$ cat src/sv/ple_pkg.sv
// ----------------------------------------------------------------------------
// Positional list engine package
// Shared sizes, operation codes and status codes of the list engine.
// ----------------------------------------------------------------------------
`default_nettype none

package ple_pkg;

  // Number of list entries the store can hold (2 to 63).
  localparam int unsigned DEPTH = 32;

  localparam int unsigned ADDR_W    = $clog2(DEPTH);
  localparam int unsigned CNT_W     = $clog2(DEPTH + 1);
  localparam int unsigned OP_W      = 3;
  localparam int unsigned VAL_W     = 32;
  localparam int unsigned POS_W     = 8;
  localparam int unsigned POS_EXT_W = POS_W + 1;
  localparam int unsigned STAT_W    = 2;
  localparam int unsigned COUNT_W   = 6;

  typedef enum logic [OP_W-1:0] {
    OP_INS_FRONT = 3'd0,
    OP_INS_BACK  = 3'd1,
    OP_INS_POS   = 3'd2,
    OP_DEL_FRONT = 3'd3,
    OP_DEL_BACK  = 3'd4,
    OP_DEL_POS   = 3'd5,
    OP_DUMP      = 3'd6
  } op_e;

  typedef enum logic [STAT_W-1:0] {
    ST_OK     = 2'd0,
    ST_BADPOS = 2'd1,
    ST_EMPTY  = 2'd2,
    ST_FULL   = 2'd3
  } status_e;

endpackage

`default_nettype wire

$ cat src/sv/ple_ram.sv
// ----------------------------------------------------------------------------
// Generic RAM
// One write port and one read port; the read data is registered.
// ----------------------------------------------------------------------------
`default_nettype none

module ple_ram #(
  parameter int unsigned Width = 32,
  parameter int unsigned Depth = 32
) (
  input  logic                     clk_i,
  input  logic                     we_i,
  input  logic [$clog2(Depth)-1:0] waddr_i,
  input  logic [Width-1:0]         wdata_i,
  input  logic [$clog2(Depth)-1:0] raddr_i,
  output logic [Width-1:0]         rdata_o
);

  logic [Width-1:0] mem_q [Depth];
  logic [Width-1:0] rdata_q;

  // A read of the address being written returns the old word.
  always_ff @(posedge clk_i) begin
    if (we_i) begin
      mem_q[waddr_i] <= wdata_i;
    end
    rdata_q <= mem_q[raddr_i];
  end

  assign rdata_o = rdata_q;

endmodule

`default_nettype wire

$ cat src/sv/positional_list_engine.sv
// ----------------------------------------------------------------------------
// Positional list engine
// Ordered list of signed words kept front first in a RAM, with insert and
// delete at front, back or a 1-based position, and a front-to-back dump.
// ----------------------------------------------------------------------------
//
//   channel   handshake          payload
//   -------   ----------------   ------------------------------------
//   command   start_i / busy_o   op_i, value_i, pos_i
//   result    done_o (strobe)    status_o, count_o, value_out_o, last_o
//
// A result is on the ports for the cycle that follows the edge that finishes
// its work. A command that moves no words (errors, appends, delete of the
// last word) keeps busy_o low, so a command can be taken every cycle.
// Insert at index i (0-based) below the end of a list keeps busy_o high while
// it moves the words from the last one down to index i one slot back, then
// writes the new word; delete at index i moves the words above it one slot
// forward, and dump reads every word in turn: each moved or dumped word goes
// through the single RAM read port. Reset clears the count; the RAM needs no
// clearing since only slots below the count are read. Results cannot be stalled.

`default_nettype none

module positional_list_engine
  import ple_pkg::*;
(
  input  logic                     clk_i,
  input  logic                     rst_ni,
  input  logic                     start_i,
  output logic                     busy_o,
  input  logic [OP_W-1:0]          op_i,
  input  logic signed [VAL_W-1:0]  value_i,
  input  logic [POS_W-1:0]         pos_i,
  output logic                     done_o,
  output logic [STAT_W-1:0]        status_o,
  output logic [COUNT_W-1:0]       count_o,
  output logic signed [VAL_W-1:0]  value_out_o,
  output logic                     last_o
);

  typedef enum logic [2:0] {
    S_WAIT  = 3'd0,
    S_SHUP  = 3'd1,
    S_PUT   = 3'd2,
    S_SHDN  = 3'd3,
    S_DUMP  = 3'd4
  } state_e;

  state_e              state_q, state_d;
  logic [CNT_W-1:0]    cnt_q, cnt_d;
  logic [ADDR_W-1:0]   cur_q, cur_d;
  logic [ADDR_W-1:0]   tgt_q, tgt_d;
  logic [VAL_W-1:0]    val_q, val_d;
  logic                done_q, done_d;
  status_e             status_q, status_d;
  logic [VAL_W-1:0]    vout_q, vout_d;
  logic                last_q, last_d;

  logic                mem_we;
  logic [ADDR_W-1:0]   mem_waddr;
  logic [VAL_W-1:0]    mem_wdata;
  logic [ADDR_W-1:0]   mem_raddr;
  logic [VAL_W-1:0]    mem_rdata;

  op_e                 op;
  logic                full;
  logic                empty;
  logic [POS_EXT_W-1:0] pos_w;
  logic [POS_EXT_W-1:0] cnt_w;
  logic [ADDR_W-1:0]   pos_idx;
  logic [ADDR_W-1:0]   last_idx;
  logic [ADDR_W-1:0]   ins_idx;
  logic [ADDR_W-1:0]   del_idx;
  logic                ins_bad;
  logic                del_bad;

  assign op       = op_e'(op_i);
  assign full     = (cnt_q == CNT_W'(DEPTH));
  assign empty    = (cnt_q == '0);
  assign pos_w    = POS_EXT_W'(pos_i);
  assign cnt_w    = POS_EXT_W'(cnt_q);
  assign pos_idx  = ADDR_W'(pos_i - POS_W'(1));
  assign last_idx = ADDR_W'(cnt_q - CNT_W'(1));
  assign ins_bad  = (op == OP_INS_POS) &&
                    ((pos_w == '0) || (pos_w > cnt_w + POS_EXT_W'(1)));
  assign del_bad  = (op == OP_DEL_POS) && ((pos_w == '0) || (pos_w > cnt_w));

  always_comb begin
    case (op)
      OP_INS_FRONT: ins_idx = '0;
      OP_INS_BACK:  ins_idx = ADDR_W'(cnt_q);
      default:      ins_idx = pos_idx;
    endcase
    case (op)
      OP_DEL_FRONT: del_idx = '0;
      OP_DEL_BACK:  del_idx = last_idx;
      default:      del_idx = pos_idx;
    endcase
  end

  always_comb begin
    state_d   = state_q;
    cnt_d     = cnt_q;
    cur_d     = cur_q;
    tgt_d     = tgt_q;
    val_d     = val_q;
    done_d    = 1'b0;
    status_d  = status_q;
    vout_d    = vout_q;
    last_d    = last_q;
    mem_we    = 1'b0;
    mem_waddr = cur_q;
    mem_wdata = mem_rdata;
    mem_raddr = cur_q;

    unique case (state_q)
      S_WAIT: begin
        if (start_i) begin
          // Every path here that finishes at once reports a single word.
          done_d   = 1'b1;
          status_d = ST_OK;
          vout_d   = '0;
          last_d   = 1'b1;
          unique case (op) inside
            OP_INS_FRONT, OP_INS_BACK, OP_INS_POS: begin
              if (full) begin
                status_d = ST_FULL;
              end else if (ins_bad) begin
                status_d = ST_BADPOS;
              end else if (CNT_W'(ins_idx) == cnt_q) begin
                // Append: nothing to move.
                mem_we    = 1'b1;
                mem_waddr = ins_idx;
                mem_wdata = value_i;
                cnt_d     = cnt_q + CNT_W'(1);
              end else begin
                done_d    = 1'b0;
                mem_raddr = last_idx;
                cur_d     = last_idx;
                tgt_d     = ins_idx;
                val_d     = value_i;
                state_d   = S_SHUP;
              end
            end
            OP_DEL_FRONT, OP_DEL_BACK, OP_DEL_POS: begin
              if (empty) begin
                status_d = ST_EMPTY;
              end else if (del_bad) begin
                status_d = ST_BADPOS;
              end else if (del_idx == last_idx) begin
                cnt_d = cnt_q - CNT_W'(1);
              end else begin
                done_d    = 1'b0;
                mem_raddr = del_idx + ADDR_W'(1);
                cur_d     = del_idx + ADDR_W'(1);
                state_d   = S_SHDN;
              end
            end
            OP_DUMP: begin
              if (empty) begin
                status_d = ST_EMPTY;
              end else begin
                done_d    = 1'b0;
                mem_raddr = '0;
                cur_d     = '0;
                state_d   = S_DUMP;
              end
            end
            default: begin
              status_d = ST_OK;
            end
          endcase
        end
      end

      // Move words one slot toward the back, from the last one down to the
      // insertion slot; the read of the next lower slot overlaps the write.
      S_SHUP: begin
        mem_we    = 1'b1;
        mem_waddr = cur_q + ADDR_W'(1);
        if (cur_q == tgt_q) begin
          state_d = S_PUT;
        end else begin
          mem_raddr = cur_q - ADDR_W'(1);
          cur_d     = cur_q - ADDR_W'(1);
        end
      end

      S_PUT: begin
        mem_we    = 1'b1;
        mem_waddr = tgt_q;
        mem_wdata = val_q;
        cnt_d     = cnt_q + CNT_W'(1);
        done_d    = 1'b1;
        status_d  = ST_OK;
        vout_d    = '0;
        last_d    = 1'b1;
        state_d   = S_WAIT;
      end

      // Move words one slot toward the front, closing the gap.
      S_SHDN: begin
        mem_we    = 1'b1;
        mem_waddr = cur_q - ADDR_W'(1);
        if (cur_q == last_idx) begin
          cnt_d    = cnt_q - CNT_W'(1);
          done_d   = 1'b1;
          status_d = ST_OK;
          vout_d   = '0;
          last_d   = 1'b1;
          state_d  = S_WAIT;
        end else begin
          mem_raddr = cur_q + ADDR_W'(1);
          cur_d     = cur_q + ADDR_W'(1);
        end
      end

      S_DUMP: begin
        done_d   = 1'b1;
        status_d = ST_OK;
        vout_d   = mem_rdata;
        last_d   = (cur_q == last_idx);
        if (cur_q == last_idx) begin
          state_d = S_WAIT;
        end else begin
          mem_raddr = cur_q + ADDR_W'(1);
          cur_d     = cur_q + ADDR_W'(1);
        end
      end

      default: begin
        state_d = S_WAIT;
      end
    endcase
  end

  always_ff @(posedge clk_i or negedge rst_ni) begin
    if (!rst_ni) begin
      state_q  <= S_WAIT;
      cnt_q    <= '0;
      cur_q    <= '0;
      tgt_q    <= '0;
      val_q    <= '0;
      done_q   <= 1'b0;
      status_q <= ST_OK;
      vout_q   <= '0;
      last_q   <= 1'b0;
    end else begin
      state_q  <= state_d;
      cnt_q    <= cnt_d;
      cur_q    <= cur_d;
      tgt_q    <= tgt_d;
      val_q    <= val_d;
      done_q   <= done_d;
      status_q <= status_d;
      vout_q   <= vout_d;
      last_q   <= last_d;
    end
  end

  ple_ram #(
    .Width(VAL_W),
    .Depth(DEPTH)
  ) u_store (
    .clk_i  (clk_i),
    .we_i   (mem_we),
    .waddr_i(mem_waddr),
    .wdata_i(mem_wdata),
    .raddr_i(mem_raddr),
    .rdata_o(mem_rdata)
  );

  assign busy_o      = (state_q != S_WAIT);
  assign done_o      = done_q;
  assign status_o    = status_q;
  assign count_o     = COUNT_W'(cnt_q);
  assign value_out_o = vout_q;
  assign last_o      = last_q;

`ifndef NO_ASSERTIONS
  a_cnt_bound: assert property (@(posedge clk_i) disable iff (!rst_ni)
    cnt_q <= CNT_W'(DEPTH))
    else $error("entry count exceeds the store depth");

  a_dump_stream: assert property (@(posedge clk_i) disable iff (!rst_ni)
    done_o && !last_o |=> done_o)
    else $error("dump stream broke before its last word");

  a_full_status: assert property (@(posedge clk_i) disable iff (!rst_ni)
    done_o && (status_o == ST_FULL) |-> cnt_q == CNT_W'(DEPTH))
    else $error("full status reported on a list that is not full");

  a_shift_room: assert property (@(posedge clk_i) disable iff (!rst_ni)
    (state_q == S_SHUP) || (state_q == S_PUT) |-> cnt_q < CNT_W'(DEPTH))
    else $error("insert in progress on a full list");

  a_error_word: assert property (@(posedge clk_i) disable iff (!rst_ni)
    done_o && (status_o != ST_OK) |-> last_o && (value_out_o == '0))
    else $error("error result not a single zero word");
`endif

endmodule

`default_nettype wire
$ cat config.mk
export PLATFORM = sky130hd
export DESIGN_NAME = positional_list_engine
export DESIGN_NICKNAME = d
export VERILOG_FILES = /design/src/sv/ple_pkg.sv /design/src/sv/ple_ram.sv /design/src/sv/positional_list_engine.sv
export SDC_FILE = /design/constraint.sdc
export NUM_CORES = 1
export LEC_CHECK = 0
export BUFFER_PORTS_ARGS = -buffer_cell sky130_fd_sc_hd__buf_2
export CAP_MARGIN = 20
export CELL_PAD_IN_SITES_DETAIL_PLACEMENT = 0
export CELL_PAD_IN_SITES_GLOBAL_PLACEMENT = 1
export CORE_MARGIN = 5
export CORE_UTILIZATION = 45
export DETAILED_ROUTE_END_ITERATION = 7
export HOLD_SLACK_MARGIN = 0.05
export PLACE_DENSITY = 0.75
export SLEW_MARGIN = 15
export SYNTH_ARGS = -nofsm -noshare
export SYNTH_HDL_FRONTEND = slang
export SYNTH_SLANG_ARGS = --single-unit
$ cat constraint.sdc
create_clock -name clk_i -period 6.2 [get_ports clk_i]
set_clock_uncertainty 0.05 [all_clocks]
set_input_delay 1.55 -clock clk_i [delete_from_list [all_inputs] [get_ports clk_i]]
set_output_delay 1.55 -clock clk_i [all_outputs]
set_load 0.02 [all_outputs]
* After elaboration in Yosys (flattened, before gate mapping)
Memory sizes are Yosys's and may differ from the RTL's. A register that Yosys moved wholly into a read port is not among the register bits.
Index checks and enable logic that the tools add are counted.
** Operators by class
- $add $sub $neg :: 7
- Order comparisons :: 2
- Eq/ne operators :: 30
- Multiplexer cells :: 81
- Bitwise gates (word level) :: 3
- Reductions and logical operators :: 22
** Operators by type and width (count)
- $mux W32 :: 7
- $pmux W32 S4 :: 1
- $mux W5 :: 15
- $pmux W32 S2 :: 1
- $mux W6 :: 8
- $mux W3 :: 10
- $pmux W5 S3 :: 2
- $ne A3 B3 Y1 const B :: 9
- $pmux W5 S2 :: 2
- $pmux W5 S4 :: 1
- $mux W1 :: 19
- $pmux W3 S3 :: 2
- $pmux W6 S3 :: 1
- $eq A5 B5 Y1 :: 3
- $eq A3 B2 Y1 const B :: 4
- $eq A3 B3 Y1 const B :: 4
- $pmux W2 S3 :: 2
- $pmux W6 S2 :: 1
- $reduce_and A11 Y1 :: 1
- $add A5 B1 Y5 const B :: 2
- $mux W2 :: 5
- $reduce_and A10 Y1 :: 1
- $sub A5 B1 Y5 const B :: 2
- $logic_not A9 Y1 :: 1
- other kinds (26) :: 41
** Word-level totals
- Bits in registers :: 87
- RAM bits :: 1024
- Input bits :: 46
- Output and inout bits :: 43
- Logic and storage cells :: 155
- Memories kept :: 1
** Memories
- u_store.mem_q :: words 32, bits a word 32, read ports 1, clocked after memory_dff 1, wr ports 1, line ple_ram.sv:19 : logic [Width-1:0] mem_q [Depth];

* Longest topological paths before layout
- Depth after elaboration :: 11
- Depth in mapped cells :: 20

* Modules after synthesis
From an unflattened synthesis, not the netlist that was laid out.
** Second synthesis, totals
- Cell total of the unflattened synthesis :: 2952
- Area total of the unflattened synthesis :: 46744.8 sq um
** By module, submodules not included
- ple_ram :: instances 1, cells each 2260, area each 40492.6 sq um, seq. area each 31390.1 sq um
- positional_list_engine :: instances 1, cells each 692, area each 6252.2 sq um, seq. area each 2177.1 sq um

* Worst setup path after synthesis
No wires, ideal clock.
- Path kind :: input port to flip-flop
- Start :: input port pos_i[0]
- End :: memory u_store.mem_q[14][0], enable pin
- Data arrival time :: 6.021 ns
- Data required time :: 5.729 ns
- Setup slack :: -0.292 ns
- Stages :: 15
- Cells stage by stage :: buf_2 -> inv_1 -> ha_1 -> xor2_1 -> o32a_1 -> and3_1 -> a211oi_2 -> and4_1 -> o21a_1 -> nor2_1 -> o311ai_0 -> a21oi_1 -> or3b_2 -> clkbuf_1 -> nor2_1
** On the way
- Cells in the longest elaborated chain, start to end :: 11
- Elaborated cells between the ends (all ways) :: 21
- Those cells by class :: 1 x add/sub; 1 x order compare; 1 x eq/ne; 15 x mux; 3 x reduce/logical
** Ends and longest elaborated chain
- start, declared :: line positional_list_engine.sv:33 : input logic [POS_W-1:0] pos_i,
- $sub A5 B1 Y5 :: line positional_list_engine.sv:82 : assign pos_idx = ADDR_W'(pos_i - POS_W'(1));
- $pmux W5 S2 :: line positional_list_engine.sv:89 : case (op)
- $eq A5 B6 Y1 :: line positional_list_engine.sv:130 : end else if (CNT_W'(ins_idx) == cnt_q) begin
- $mux W1 :: line positional_list_engine.sv:130
- $mux W1 :: line positional_list_engine.sv:128 : end else if (ins_bad) begin
- $mux W1 :: line positional_list_engine.sv:126 : if (full) begin
- $mux W1 :: line positional_list_engine.sv:124 : unique case (op) inside
- $mux W1 :: line positional_list_engine.sv:118 : if (start_i) begin
- $pmux W1 S2 :: line positional_list_engine.sv:116 : unique case (state_q)
- $mux W1 :: line ple_ram.sv:24 : if (we_i) begin
- $mux W1 (not written as such) :: line ple_ram.sv:25 : mem_q[waddr_i] <= wdata_i;
- end, declared :: line ple_ram.sv:19
Several ways; a longest one is shown, not always the timed one.

* Worst setup path after layout
- Start :: register cnt_q[0], in the netlist count_o[0]
- End :: memory u_store.mem_q[2][13], enable pin
** On the way
- Cells in the longest elaborated chain, start to end :: 11
- Elaborated cells between the ends (all ways) :: 21
- Those cells by class :: 1 x add/sub; 1 x order compare; 2 x eq/ne; 15 x mux; 2 x reduce/logical
** Ends and longest elaborated chain
- start, declared :: line positional_list_engine.sv:50 : logic [CNT_W-1:0] cnt_q, cnt_d;
- start signal, assigned :: line positional_list_engine.sv:250 : cnt_q <= cnt_d;
- $add A6 B1 Y7 :: line positional_list_engine.sv:85 : ((pos_w == '0) || (pos_w > cnt_w + POS_EXT_W'(1)));
- $gt A8 B7 Y1 :: line positional_list_engine.sv:85
- $logic_or A1 B1 Y1 :: line positional_list_engine.sv:85
- $logic_and A1 B1 Y1 :: line positional_list_engine.sv:84 : assign ins_bad = (op == OP_INS_POS) &&
- $mux W1 :: line positional_list_engine.sv:128
- $mux W1 :: line positional_list_engine.sv:126
- $mux W1 :: line positional_list_engine.sv:124
- $mux W1 :: line positional_list_engine.sv:118
- $pmux W1 S2 :: line positional_list_engine.sv:116
- $mux W1 :: line ple_ram.sv:24
- $mux W1 (not written as such) :: line ple_ram.sv:25
Several ways; a longest one is shown, not always the timed one.

==> run metrics <==
mapped cell area=0.0476 mm^2; period utilisation layout=0.881; r2r setup slk=0.74 ns; pin count of the biggest net entering global routing=around 110; required time of the critical path=6.55 ns; share of cells above drive strength 1=0.168; Hold Fails Final Rpt=0; clock sinks=between 1000 and 1500; R2R Path End=u_store.mem_q[2][13]; via count=31638; global-route wire length before repair=209 mm; Chip Width=335 um; worst-case reg-to-reg path depth=16; worst skew pair latency=0.73 ns; Buf+Inv Stages, Crit Path=1; # port buffers=88; CP Launch Type=register; GRT overflow=0; unrepaired setup endpoints after global routing=no; syn nets=3567; CTS Hold Bufs=0; Yosys top cell by area=edfxtp_1; Worst Max-Slew Pin Slew=around 0.92 ns; CTS Root Cell=clkbuf_16; commonest non-fill, non-tap cell in the layout=edfxtp_1; Finish-stage setup viols=0; DR iter-0 viols=4001; antenna cells=0; initial antenna violation count=2; Synth Flop Type=edfxtp_1; Layout Area Growth over Synthesis=15.8%; Gate Count Post-Synth=3502; Critical Path Slowest Stage Cell=or3b_2; Async S/R FF share, synth=0.0761; sequential element share of the synthesized area=0.706; Crit. Startpoint=count_o[0]; Num CTS Buffers=113; Post-CTS Resized=0; Setup crit end kind=register; worst reg2reg path startpoint=count_o[0]; clock slew at reported path FFs=0.06 ns; Setup CP Type=register to register; cell chain of the critical path=ha_1 > and3_1 > nand3_1 > ha_1 > nand3b_1 > a2111o_1 > and2_0 > o221ai_1 > a21oi_1 > o21a_1 > and2_1 > o311ai_0 > a21oi_1 > or3b_2 > nor2_4 > buf_12; hold depth=2; Clock Path Buffers=3; Synth Register Bits=between 1000 and 1500; Max Freq=0.183 GHz; max cap viols=0; Mapped Avg Cell Area=13.6 um^2; RD Place Congestion=0.856; CP peak stage delay=between 0.7 and 0.8 ns; chip height=335 um; Hold Crit Class=register to register; Routed Antenna Nets=0; # H-tree levels=3; Final #Nets=3710; vias in the first global route=between 30000 and 40000; DP HPWL=83.0 mm; Post-route DRC=0; First-pass DRT Iterations=5; Hold Crit Start=status_o[0]; CTS tree=built; Synth Warn #=0; Post-synth EDFFs=1024; outcome=completed; DIE AREA=between 0.1 and 0.15 mm^2; cells taking the most area after synthesis=edfxtp_1 (65%), dfrtp_1 (4.6%), a21oi_1 (3.8%); end of the worst hold path=status_o[0]; Final Non-Filler Cells=around 5100; slew margin rel.=0.384; Overall Global Routing Usage=0.251; crit-path leading delay family=simple AND/OR/NAND/NOR gates; # IOs=89; drt total wl=~140 mm; Setup Buffers After CTS=0; Yosys cell types=85; initial core utilization=0.453; critical path fanouts, max=22; WP data arrival=approximately 5.8 ns; minimum clock period=5.46 ns; Placed Instances=about 4900; WL per Instance=28.1 um; via density per instance=roughly 6.2; row count=119; Slew Limit Fails=0; top cell type's share of synthesized area=0.646; CORE AREA=0.105 mm^2; most frequent cells in the layout=edfxtp_1 (1024), nand2_1 (467), a21oi_1 (363), a22oi_1 (230), nor2_1 (137)
-- worst max path at each step --
stage / end / slack [ns] / cells past startpoint
after floorplan: u_store.mem_q[14][0] / -0.29 / 15
after global placement: u_store.rdata_o[30] / 0.26 / 16
after detailed placement: u_store.rdata_o[30] / 0.20 / 16
after CTS: u_store.mem_q[30][16] / 0.76 / 16
after global routing: u_store.mem_q[12][22] / 0.43 / 16
final: u_store.mem_q[2][13] / 0.74 / 16
-- layout make-up --
cell class | instances | area, um^2
Clock buffer | 149 | 3050
Clock inverter | 65 | 679
Fill cell | 8625 | 50100
Inverter | 30 | 130
Multi-Input combinational cell | 2077 | 13100
Sequential cell | 1143 | 33600
Tap cell | 1391 | 1740
Timing Repair Buffer | 280 | 2750
-- flip-flops by register name, summed over array words and instances, names as in the netlist --
name and cells:
count_o 6, done_o 1, tgt_q 5, value_out_o 32
val_q 32, last_o 1, state_q 3, status_o 2
cur_q 5, u_store.rdata_o 32, u_store.mem_q 1024
-- cells in the mapped netlist, drive strengths merged (34+ instances only) --
master	number
nand2	471
o22ai	100
buf	142
nor2	171
clkbuf	110
o221ai	34
a22oi	230
o21ai	93
and2	70
mux2i	108
dfrtp	87
mux2	40
edfxtp	1024
a21oi	363
nor4	37
a221oi	64
-- worst register-to-register path: stages (launching register included) --
cell and delay, ns:
dfrtp_1 0.58, ha_1 0.32, and3_1 0.26, nand3_1 0.10, ha_1 0.36, nand3b_1 0.08, a2111o_1 0.35, and2_0 0.16
o221ai_1 0.41, a21oi_1 0.24, o21a_1 0.33, and2_1 0.18, o311ai_0 0.27, a21oi_1 0.17, or3b_2 0.72, nor2_4 0.28
buf_12 0.26
-- cell families after synthesis --
family,after synthesis,share of synthesized area
multiplexers,148,0.0322
buffers and inverters,282,0.0278
adder cells (fa/ha/maj),20,0.00521
AO/OA/AOI/OAI,997,0.136
AND/OR/NAND/NOR,876,0.0859
flip-flops,1143,0.706
XOR/XNOR,36,0.00692
-- per-layer routing --
layer	GRT usage	vias up	wire (um)
met2	0.399	1668	66600
met5	0	-	0
met4	0.0774	0	4570
met1	0.357	15992	59300
li1	-	13748	-
met3	0.0445	230	13600
-- stage by stage --
step | setup WS, ns | utilization | hold WS [ns] | TNS [ns] | area (um^2)
2_1_floorplan | -0.292 | - | 0.406 | -100.47 | 47600
3_3_place_gp | 0.256 | 0.488 | 0.420 | 0 | 51300
3_5_place_dp | 0.202 | 0.488 | 0.422 | 0 | 51300
4_1_cts | 0.760 | 0.523 | 0.436 | 0 | 55000
5_1_grt | 0.433 | 0.524 | 0.455 | 0 | 55100
6_report | 0.738 | 0.524 | 0.427 | 0 | 55100
Power is not shown: default switching activity piles up to over one toggle a cycle in this logic, so the estimate is an artifact.
